==> src/rtl/idqr_pkg.sv <==
`default_nettype none
package idqr_pkg;

   // Fixed field widths of the request and response items
   localparam int ACTION_W = 3;
   localparam int VALUE_W  = 32;
   localparam int INDEX_W  = 5;
   localparam int SIZE_W   = 6;
   localparam int STATUS_W = 2;
   localparam int REQ_DATA_W = 48;   // value + index + new_size, padded to bytes

   // Defaults for the top-level parameters
   localparam int DEPTH_DEFAULT      = 32;
   localparam int DATA_WIDTH_DEFAULT = 32;

   // Position width on the cell command bus, covers positions up to 127
   localparam int POS_W = 7;

   // Request actions
   typedef logic [ACTION_W-1:0] action_type;
   localparam action_type ACT_ADD_BACK   = 3'd0;
   localparam action_type ACT_PUSH_FRONT = 3'd1;
   localparam action_type ACT_DROP_FRONT = 3'd2;
   localparam action_type ACT_POP_BACK   = 3'd3;
   localparam action_type ACT_RESIZE     = 3'd4;
   localparam action_type ACT_READ       = 3'd5;
   localparam action_type ACT_DUMP       = 3'd6;
   localparam action_type ACT_WRITE      = 3'd7;

   // Response status codes
   typedef logic [STATUS_W-1:0] status_type;
   localparam status_type ST_DATA  = 2'd0;
   localparam status_type ST_RANGE = 2'd1;
   localparam status_type ST_FULL  = 2'd2;
   localparam status_type ST_EMPTY = 2'd3;

   // Commands broadcast to the row of cells
   typedef logic [2:0] cell_code_type;
   localparam cell_code_type CMD_NONE = 3'd0;
   localparam cell_code_type CMD_SHL  = 3'd1;   // take right neighbor (pop front)
   localparam cell_code_type CMD_SHR  = 3'd2;   // take left neighbor (push front)
   localparam cell_code_type CMD_LOAD = 3'd3;   // load write data at pos
   localparam cell_code_type CMD_TRIM = 3'd4;   // invalidate cells at or past pos

   typedef struct packed {
      cell_code_type    code;
      logic [POS_W-1:0] pos;
   } cell_cmd_type;

endpackage
`default_nettype wire

==> src/rtl/idqr_cell.sv <==
`default_nettype none
module idqr_cell #(
   parameter int CELL_IDX   = 0,
   parameter int DATA_WIDTH = idqr_pkg::DATA_WIDTH_DEFAULT
) (
   input  wire                         clock,
   input  wire                         reset,
   input  wire idqr_pkg::cell_cmd_type cmd,
   input  wire signed [DATA_WIDTH-1:0] wr_data,
   input  wire signed [DATA_WIDTH-1:0] left_data,
   input  wire                         left_valid,
   input  wire signed [DATA_WIDTH-1:0] right_data,
   input  wire                         right_valid,
   output logic signed [DATA_WIDTH-1:0] data,
   output logic                        valid
);

   localparam logic [idqr_pkg::POS_W-1:0] MY_POS = idqr_pkg::POS_W'(CELL_IDX);

   logic signed [DATA_WIDTH-1:0] data_ff, data_in;
   logic                         valid_ff, valid_in;

   // Next entry from the broadcast command
   always_comb begin
      data_in  = data_ff;
      valid_in = valid_ff;
      unique case (cmd.code)
         idqr_pkg::CMD_NONE: begin
         end
         idqr_pkg::CMD_SHL: begin
            data_in  = right_data;
            valid_in = right_valid;
         end
         idqr_pkg::CMD_SHR: begin
            data_in  = left_data;
            valid_in = left_valid;
         end
         idqr_pkg::CMD_LOAD: begin
            if (cmd.pos == MY_POS) begin
               data_in  = wr_data;
               valid_in = 1'b1;
            end
         end
         idqr_pkg::CMD_TRIM: begin
            if (MY_POS >= cmd.pos) begin
               valid_in = 1'b0;
            end
         end
         default: begin
         end
      endcase
   end

   always_ff @(posedge clock) begin
      if (reset) begin
         valid_ff <= 1'b0;
      end else begin
         valid_ff <= valid_in;
      end
   end

   always_ff @(posedge clock) begin
      data_ff <= data_in;
   end

   assign data  = data_ff;
   assign valid = valid_ff;

endmodule
`default_nettype wire

==> src/rtl/indexed_deque_with_resize_top.sv <==
`default_nettype none
// Channel  Direction  Handshake               Payload
// req      in         req_tvalid/req_tready   tuser=action, tdata=value,index,new_size
// rsp      out        rsp_tvalid/rsp_tready   tuser=status, tdata=data, tlast=last
//
// Elements sit in a row of DEPTH cells, cell i holding position i from the front.
// Push, pop, resize, read and write need no busy state. A dump sends one live element
// per cycle while rsp is not stalled, set by the single read port on the cell row.
// Response items come from one output register; a stalled rsp side holds req off.
// Reset (synchronous) empties the deque and clears all valid marks.
module indexed_deque_with_resize_top #(
   parameter int DEPTH      = idqr_pkg::DEPTH_DEFAULT,
   parameter int DATA_WIDTH = idqr_pkg::DATA_WIDTH_DEFAULT
) (
   input  wire                                clock,
   input  wire                                reset,
   input  wire                                req_tvalid,
   output logic                               req_tready,
   input  wire [idqr_pkg::REQ_DATA_W-1:0]     req_tdata,  // value, index, new_size, pad
   input  wire [idqr_pkg::ACTION_W-1:0]       req_tuser,  // action
   output logic                               rsp_tvalid,
   input  wire                                rsp_tready,
   output logic [idqr_pkg::VALUE_W-1:0]       rsp_tdata,  // data
   output logic [idqr_pkg::STATUS_W-1:0]      rsp_tuser,  // status
   output logic                               rsp_tlast
);

   localparam int CNT_W = $clog2(DEPTH + 1);
   localparam int IDX_W = $clog2(DEPTH);
   localparam int CMP_W = (CNT_W > idqr_pkg::SIZE_W) ? CNT_W : idqr_pkg::SIZE_W;
   localparam logic [CNT_W-1:0] CNT_FULL = CNT_W'(DEPTH);
   localparam logic [CMP_W-1:0] CMP_FULL = CMP_W'(DEPTH);

   localparam logic ST_IDLE = 1'b0;
   localparam logic ST_DUMP = 1'b1;

   // Request fields
   logic signed [idqr_pkg::VALUE_W-1:0] req_value;
   logic [idqr_pkg::INDEX_W-1:0]        req_index;
   logic [idqr_pkg::SIZE_W-1:0]         req_new_size;
   idqr_pkg::action_type                req_action;

   assign req_value    = req_tdata[idqr_pkg::VALUE_W-1:0];
   assign req_index    = req_tdata[idqr_pkg::VALUE_W +: idqr_pkg::INDEX_W];
   assign req_new_size = req_tdata[idqr_pkg::VALUE_W + idqr_pkg::INDEX_W +: idqr_pkg::SIZE_W];
   assign req_action   = req_tuser;

   // Control and output registers
   logic                         state_ff, state_in;
   logic [CNT_W-1:0]             count_ff, count_in;
   logic [IDX_W-1:0]             pos_ff, pos_in;
   logic                         rsp_valid_ff, rsp_valid_in;
   logic [idqr_pkg::VALUE_W-1:0] rsp_data_ff, rsp_data_in;
   idqr_pkg::status_type         rsp_status_ff, rsp_status_in;
   logic                         rsp_last_ff, rsp_last_in;

   // Cell row
   idqr_pkg::cell_cmd_type       cell_cmd;
   logic signed [DATA_WIDTH-1:0] wr_data;
   logic signed [DATA_WIDTH-1:0] cell_data  [DEPTH];
   logic                         cell_valid [DEPTH];
   logic signed [DATA_WIDTH-1:0] lft_data   [DEPTH];
   logic                         lft_valid  [DEPTH];
   logic signed [DATA_WIDTH-1:0] rgt_data   [DEPTH];
   logic                         rgt_valid  [DEPTH];

   assign wr_data = DATA_WIDTH'(req_value);

   // Neighbor links; new front element enters at cell 0, an empty slot at the end
   always_comb begin
      lft_data[0]        = wr_data;
      lft_valid[0]       = 1'b1;
      rgt_data[DEPTH-1]  = '0;
      rgt_valid[DEPTH-1] = 1'b0;
      for (int i = 1; i < DEPTH; i++) begin
         lft_data[i]    = cell_data[i-1];
         lft_valid[i]   = cell_valid[i-1];
         rgt_data[i-1]  = cell_data[i];
         rgt_valid[i-1] = cell_valid[i];
      end
   end

   for (genvar g = 0; g < DEPTH; g++) begin : g_cell
      idqr_cell #(
         .CELL_IDX   (g),
         .DATA_WIDTH (DATA_WIDTH)
      ) u_cell (
         .clock       (clock),
         .reset       (reset),
         .cmd         (cell_cmd),
         .wr_data     (wr_data),
         .left_data   (lft_data[g]),
         .left_valid  (lft_valid[g]),
         .right_data  (rgt_data[g]),
         .right_valid (rgt_valid[g]),
         .data        (cell_data[g]),
         .valid       (cell_valid[g])
      );
   end

   // Single read port: request index when idle, dump position otherwise
   logic [IDX_W-1:0]             rd_addr;
   logic [idqr_pkg::VALUE_W-1:0] rd_data;

   assign rd_addr = (state_ff == ST_DUMP) ? pos_ff : IDX_W'(req_index);
   assign rd_data = cell_valid[rd_addr] ? idqr_pkg::VALUE_W'(cell_data[rd_addr]) : '0;

   logic out_free, accept;
   logic [CMP_W-1:0] idx_cmp, cnt_cmp, size_cmp;
   logic [CNT_W-1:0] size_sat;
   logic             idx_ok, full, empty;

   assign out_free   = !rsp_valid_ff || rsp_tready;
   assign req_tready = (state_ff == ST_IDLE) && out_free;
   assign accept     = req_tvalid && req_tready;

   assign idx_cmp  = CMP_W'(req_index);
   assign cnt_cmp  = CMP_W'(count_ff);
   assign size_cmp = CMP_W'(req_new_size);
   assign idx_ok   = idx_cmp < cnt_cmp;
   assign full     = count_ff == CNT_FULL;
   assign empty    = count_ff == '0;
   assign size_sat = (size_cmp > CMP_FULL) ? CNT_FULL : CNT_W'(size_cmp);

   // Sequencer: one action per transfer, dump walks the row
   always_comb begin
      state_in      = state_ff;
      count_in      = count_ff;
      pos_in        = pos_ff;
      rsp_valid_in  = rsp_valid_ff && !rsp_tready;
      rsp_data_in   = rsp_data_ff;
      rsp_status_in = rsp_status_ff;
      rsp_last_in   = rsp_last_ff;
      cell_cmd.code = idqr_pkg::CMD_NONE;
      cell_cmd.pos  = '0;

      if (state_ff == ST_DUMP) begin
         if (out_free) begin
            rsp_valid_in  = 1'b1;
            rsp_data_in   = rd_data;
            rsp_status_in = idqr_pkg::ST_DATA;
            rsp_last_in   = CNT_W'(pos_ff) == count_ff - 1'b1;
            pos_in        = pos_ff + 1'b1;
            if (rsp_last_in) begin
               state_in = ST_IDLE;
            end
         end
      end else if (accept) begin
         rsp_data_in   = '0;
         rsp_last_in   = 1'b1;
         unique case (req_action)
            idqr_pkg::ACT_ADD_BACK, idqr_pkg::ACT_PUSH_FRONT: begin
               if (full) begin
                  rsp_valid_in  = 1'b1;
                  rsp_status_in = idqr_pkg::ST_FULL;
               end else begin
                  cell_cmd.code = (req_action == idqr_pkg::ACT_ADD_BACK) ?
                                  idqr_pkg::CMD_LOAD : idqr_pkg::CMD_SHR;
                  cell_cmd.pos  = idqr_pkg::POS_W'(count_ff);
                  count_in      = count_ff + 1'b1;
               end
            end
            idqr_pkg::ACT_DROP_FRONT: begin
               if (!empty) begin
                  cell_cmd.code = idqr_pkg::CMD_SHL;
                  count_in      = count_ff - 1'b1;
               end
            end
            idqr_pkg::ACT_POP_BACK: begin
               if (!empty) begin
                  cell_cmd.code = idqr_pkg::CMD_TRIM;
                  cell_cmd.pos  = idqr_pkg::POS_W'(count_ff - 1'b1);
                  count_in      = count_ff - 1'b1;
               end
            end
            idqr_pkg::ACT_RESIZE: begin
               // growing leaves the new cells invalid, so they read as zero
               cell_cmd.code = idqr_pkg::CMD_TRIM;
               cell_cmd.pos  = idqr_pkg::POS_W'(size_sat);
               count_in      = size_sat;
            end
            idqr_pkg::ACT_READ: begin
               rsp_valid_in  = 1'b1;
               rsp_status_in = idx_ok ? idqr_pkg::ST_DATA : idqr_pkg::ST_RANGE;
               rsp_data_in   = idx_ok ? rd_data : '0;
            end
            idqr_pkg::ACT_DUMP: begin
               if (empty) begin
                  rsp_valid_in  = 1'b1;
                  rsp_status_in = idqr_pkg::ST_EMPTY;
               end else begin
                  state_in = ST_DUMP;
                  pos_in   = '0;
               end
            end
            idqr_pkg::ACT_WRITE: begin
               if (idx_ok) begin
                  cell_cmd.code = idqr_pkg::CMD_LOAD;
                  cell_cmd.pos  = idqr_pkg::POS_W'(req_index);
               end else begin
                  rsp_valid_in  = 1'b1;
                  rsp_status_in = idqr_pkg::ST_RANGE;
               end
            end
            default: begin
            end
         endcase
      end
   end

   always_ff @(posedge clock) begin
      if (reset) begin
         state_ff     <= ST_IDLE;
         count_ff     <= '0;
         pos_ff       <= '0;
         rsp_valid_ff <= 1'b0;
      end else begin
         state_ff     <= state_in;
         count_ff     <= count_in;
         pos_ff       <= pos_in;
         rsp_valid_ff <= rsp_valid_in;
      end
   end

   always_ff @(posedge clock) begin
      rsp_data_ff   <= rsp_data_in;
      rsp_status_ff <= rsp_status_in;
      rsp_last_ff   <= rsp_last_in;
   end

   assign rsp_tvalid = rsp_valid_ff;
   assign rsp_tdata  = rsp_data_ff;
   assign rsp_tuser  = rsp_status_ff;
   assign rsp_tlast  = rsp_last_ff;

endmodule
`default_nettype wire

==> config.mk <==
export PLATFORM = sky130hd
export DESIGN_NAME = indexed_deque_with_resize_top
export DESIGN_NICKNAME = d
export VERILOG_FILES = /design/src/rtl/idqr_pkg.sv /design/src/rtl/idqr_cell.sv /design/src/rtl/indexed_deque_with_resize_top.sv
export SDC_FILE = /design/constraint.sdc
export NUM_CORES = 2
export LEC_CHECK = 0
export ABC_AREA = 1
export BUFFER_PORTS_ARGS = -buffer_cell sky130_fd_sc_hd__buf_2
export CAP_MARGIN = 40
export CORE_MARGIN = 1
export CORE_UTILIZATION = 45
export DETAILED_ROUTE_END_ITERATION = 16
export PLACE_DENSITY_LB_ADDON = 0.15
export SLEW_MARGIN = 20
export SYNTH_ARGS = -nofsm -noshare
export SYNTH_HDL_FRONTEND = slang
export SYNTH_HIERARCHICAL = 1
export SYNTH_SLANG_ARGS = --single-unit
==> constraint.sdc <==
create_clock -name clock -period 13.81 [get_ports clock]
set_input_delay 1.381 -clock clock [delete_from_list [all_inputs] [get_ports clock]]
set_output_delay 1.381 -clock clock [all_outputs]
set_load 0.01 [all_outputs]
==> metrics.cfg <==
[cts]
h-tree-depth=4
ctsLongestPathBuffers=3
cts_tree=done
clk_pin_slew_ps=60
cts_buffers=134
cts_resized=0
root_buffer=clkbuf_16
cts_hold_buf=0
clkLatencyLatePin_ps=790
cts.sinks=1104
cts_setup_buffers=0

[grt]
grt_pass1_vias=61000
grt_busiest_layer=met1
grt_max_degree=139
antenna_found_initial=4
grtUsageMet3=0.0940
grt_pass1_wl_mm=414
grt_use_total=0.350
grt_use_met2=0.478
gr-usage-met1=0.506
grt_overflow=0

[logic_synthesis]
seq_area_frac_synth=0.465
yosysUniqueCellTypes=52
synth_seq_cells=1104
yosys_warnings=6
postSynth.asyncResetShare=0
synth_ff_type=edfxtp_1
syn_avg_cell_area_um2=7.68
synth_edf_count=1059
syn_inst=9163
synthesis.area_um2=70300

[setup_path]
critPathArrivalTime_ps=5680
endpoint=g_cell[27].u_cell/data[5]$_DFFE_PP_
reg2regPathDepth=14
crit_type=input port to flop
crit_start=req_tdata[33]
reg2reg_from=cnt_cmp[0]$_SDFFE_PP0P_
crit_fanout=41
r2r_setup_slack_ps=8790
startpoint_type=input port
r2r_end=g_cell[27].u_cell/data[5]$_DFFE_PP_
critPathCaptureType=flop
required_ps=14270

[run_status]
status=completed

[worst_hold_path]
hp-class=flop to flop

[final_layout]
drive_gt1_frac=0.0882
nets=9070
fillers=14900
layout.cells.non_filler=11200
syn2layout_area_growth_pct=9.77

[power_and_ir_drop]
peakVddDrop_mv=0.135
power_density_nw_per_um2=134
p_leak_uw=0.0311

[place]
port_buffers=86
dp_hpwl_mm=188
gp_congestion=0.929
dp.cells=10900

[floorplan]
die-height_um=397
rows=144
core_um2=155000
pin_count=92
start_util=0.455
dieArea_um2=158000
fp.dieW_um=397

[drt]
dr.pass1.iters=6
drtIter0Drc=10200
wl_per_cell_um=25.4
drc=0
vias=67900
antenna_left=0
wirelength_mm=284
via_per_inst=6.09

[timing]
setup_viol=0
rsz0062_at_grt=no
hold_ws_ps=534
fin_crit_sh=0.378
slew_headroom=0.340
fin_crit_ps=5220
final-hold-violation-count=0
fin_tns_setup_ps=0
finClkSkew_ps=35.6
slew_viol_final=0
clock.fmax_mhz=192
tightest_slew_ps=991

[flow_run]
drv_cap=0

-- sequential cells by signal, indices dropped and copies added, names as in the netlist --
signal	flops
pos_ff	5
g_cell.u_cell/valid	32
rsp_tvalid	1
g_cell.u_cell/data	1024
state_ff	1
cnt_cmp	6
rsp_tlast	1
rsp_tuser	2
rsp_tdata	32
-- power by group --
part           switching, uW  internal, uW
sequential               385          4200
clock                   1500          2060
combinational           1550           635
total                   3440          6890
-- cells in the final DEF, fill, tap and decap left out, types with 9 or more instances in the layout --
cell type	instances
conb_1	34
nand2_2	25
clkbuf_1	37
o21ai_0	133
a22oi_2	46
buf_2	86
a22oi_1	194
nand3_1	2442
bufinv_16	10
inv_1	314
a21oi_1	35
o21ai_1	11
inv_2	70
nor2_1	251
clkinv_1	23
nor2_4	49
nand4_1	17
a21oi_4	16
buf_4	102
buf_12	37
clkbuf_16	141
nor3_1	12
buf_16	36
dfxtp_1	45
nand2_1	3660
nand2_4	47
nor2_8	9
nand3_2	45
edfxtp_1	1059
clkinv_2	14
nor2_2	9
-- metrics by stage --
step	setup WS (ps)	total power, uW	utilization	cell area (um^2)
floorplan	1110	5870	-	70500
global placement	7420	6620	0.461	71200
global route	8340	10700	0.499	77200
CTS	8130	10300	0.497	76900
detailed placement	7340	6730	0.470	72600
finish	8590	10300	0.499	77200
-- layout make-up --
class / instances / area (um^2) / share of cell area
tap: 2044 / 2560 / 0.0331
timing repair buffer: 266 / 3000 / 0.0389
multi-input combinational: 7108 / 33200 / 0.430
antenna: 4 / 10.0 / 0.000130
clock inverter: 57 / 574 / 0.00744
sequential: 1104 / 32700 / 0.424
clock buffer: 179 / 3680 / 0.0477
inverter: 393 / 1500 / 0.0195
-- metal layers --
layer	part of all wire	wire length, um
met4	0.054	15200
met1	0.41	116000
met3	0.14	40000
met2	0.40	113000
met5	0.000067	19
-- synth_stat cells (all sizes together) (2+ instances only) --
| library cell | count | area, um^2 |
|---|---|---|
| nand3b | 7 | 77.6 |
| nand2 | 3734 | 14400 |
| o211ai | 2 | 15.0 |
| o22ai | 2 | 12.5 |
| xor2 | 7 | 61.3 |
| edfxtp | 1059 | 31800 |
| o21bai | 6 | 56.3 |
| buf | 467 | 3070 |
| conb | 2 | 7.51 |
| clkbuf | 123 | 462 |
| inv | 392 | 1490 |
| nand3 | 2487 | 12700 |
| nand4 | 17 | 106 |
| and2 | 2 | 12.5 |
| a31oi | 4 | 25.0 |
| a211oi | 3 | 27.5 |
| o21ai | 157 | 812 |
| a22oi | 240 | 2030 |
| ha | 8 | 100 |
| a41oi | 2 | 17.5 |
| a21boi | 2 | 15.0 |
| dfxtp | 45 | 901 |
| nor2 | 318 | 1660 |
| a21oi | 52 | 268 |
| nor3 | 20 | 165 |
-- worst max-delay path, cell delays in order --
cell and delay (ps):
buf_2 150, ha_1 290, a21boi_0 120, o21ai_0 300
nand3_1 330, a31oi_4 210, buf_4 570, buf_4 590
nand2_1 230, nor2_4 630, inv_2 140, o21ai_4 380
buf_16 220
-- worst min path at each step --
stage	slack [ps]	end	startpoint	depth (start not counted)
floorplan	470	pos_ff[4]$_SDFFE_PP0P_	pos_ff[4]$_SDFFE_PP0P_	2
global placement	510	pos_ff[4]$_SDFFE_PP0P_	pos_ff[4]$_SDFFE_PP0P_	2
detailed placement	520	pos_ff[4]$_SDFFE_PP0P_	pos_ff[4]$_SDFFE_PP0P_	2
CTS	520	pos_ff[4]$_SDFFE_PP0P_	pos_ff[4]$_SDFFE_PP0P_	2
global route	560	pos_ff[4]$_SDFFE_PP0P_	pos_ff[4]$_SDFFE_PP0P_	2
finish	530	pos_ff[4]$_SDFFE_PP0P_	pos_ff[4]$_SDFFE_PP0P_	2
-- cells by family (layout without fill, tap and decap cells) --
group                    count (synthesis)  after routing  synth area share
AND/OR/NAND/NOR                       6587           6587             0.414
flip-flops                            1104           1104             0.465
buffers and inverters                  983            895            0.0715
AO/OA/AOI/OAI                          472            472            0.0468
adder cells (fa/ha/maj)                  8              8           0.00142
XOR/XNOR                                 7              7          0.000872
other                                    2             38          0.000107
Power figures use the tool's default switching activity.
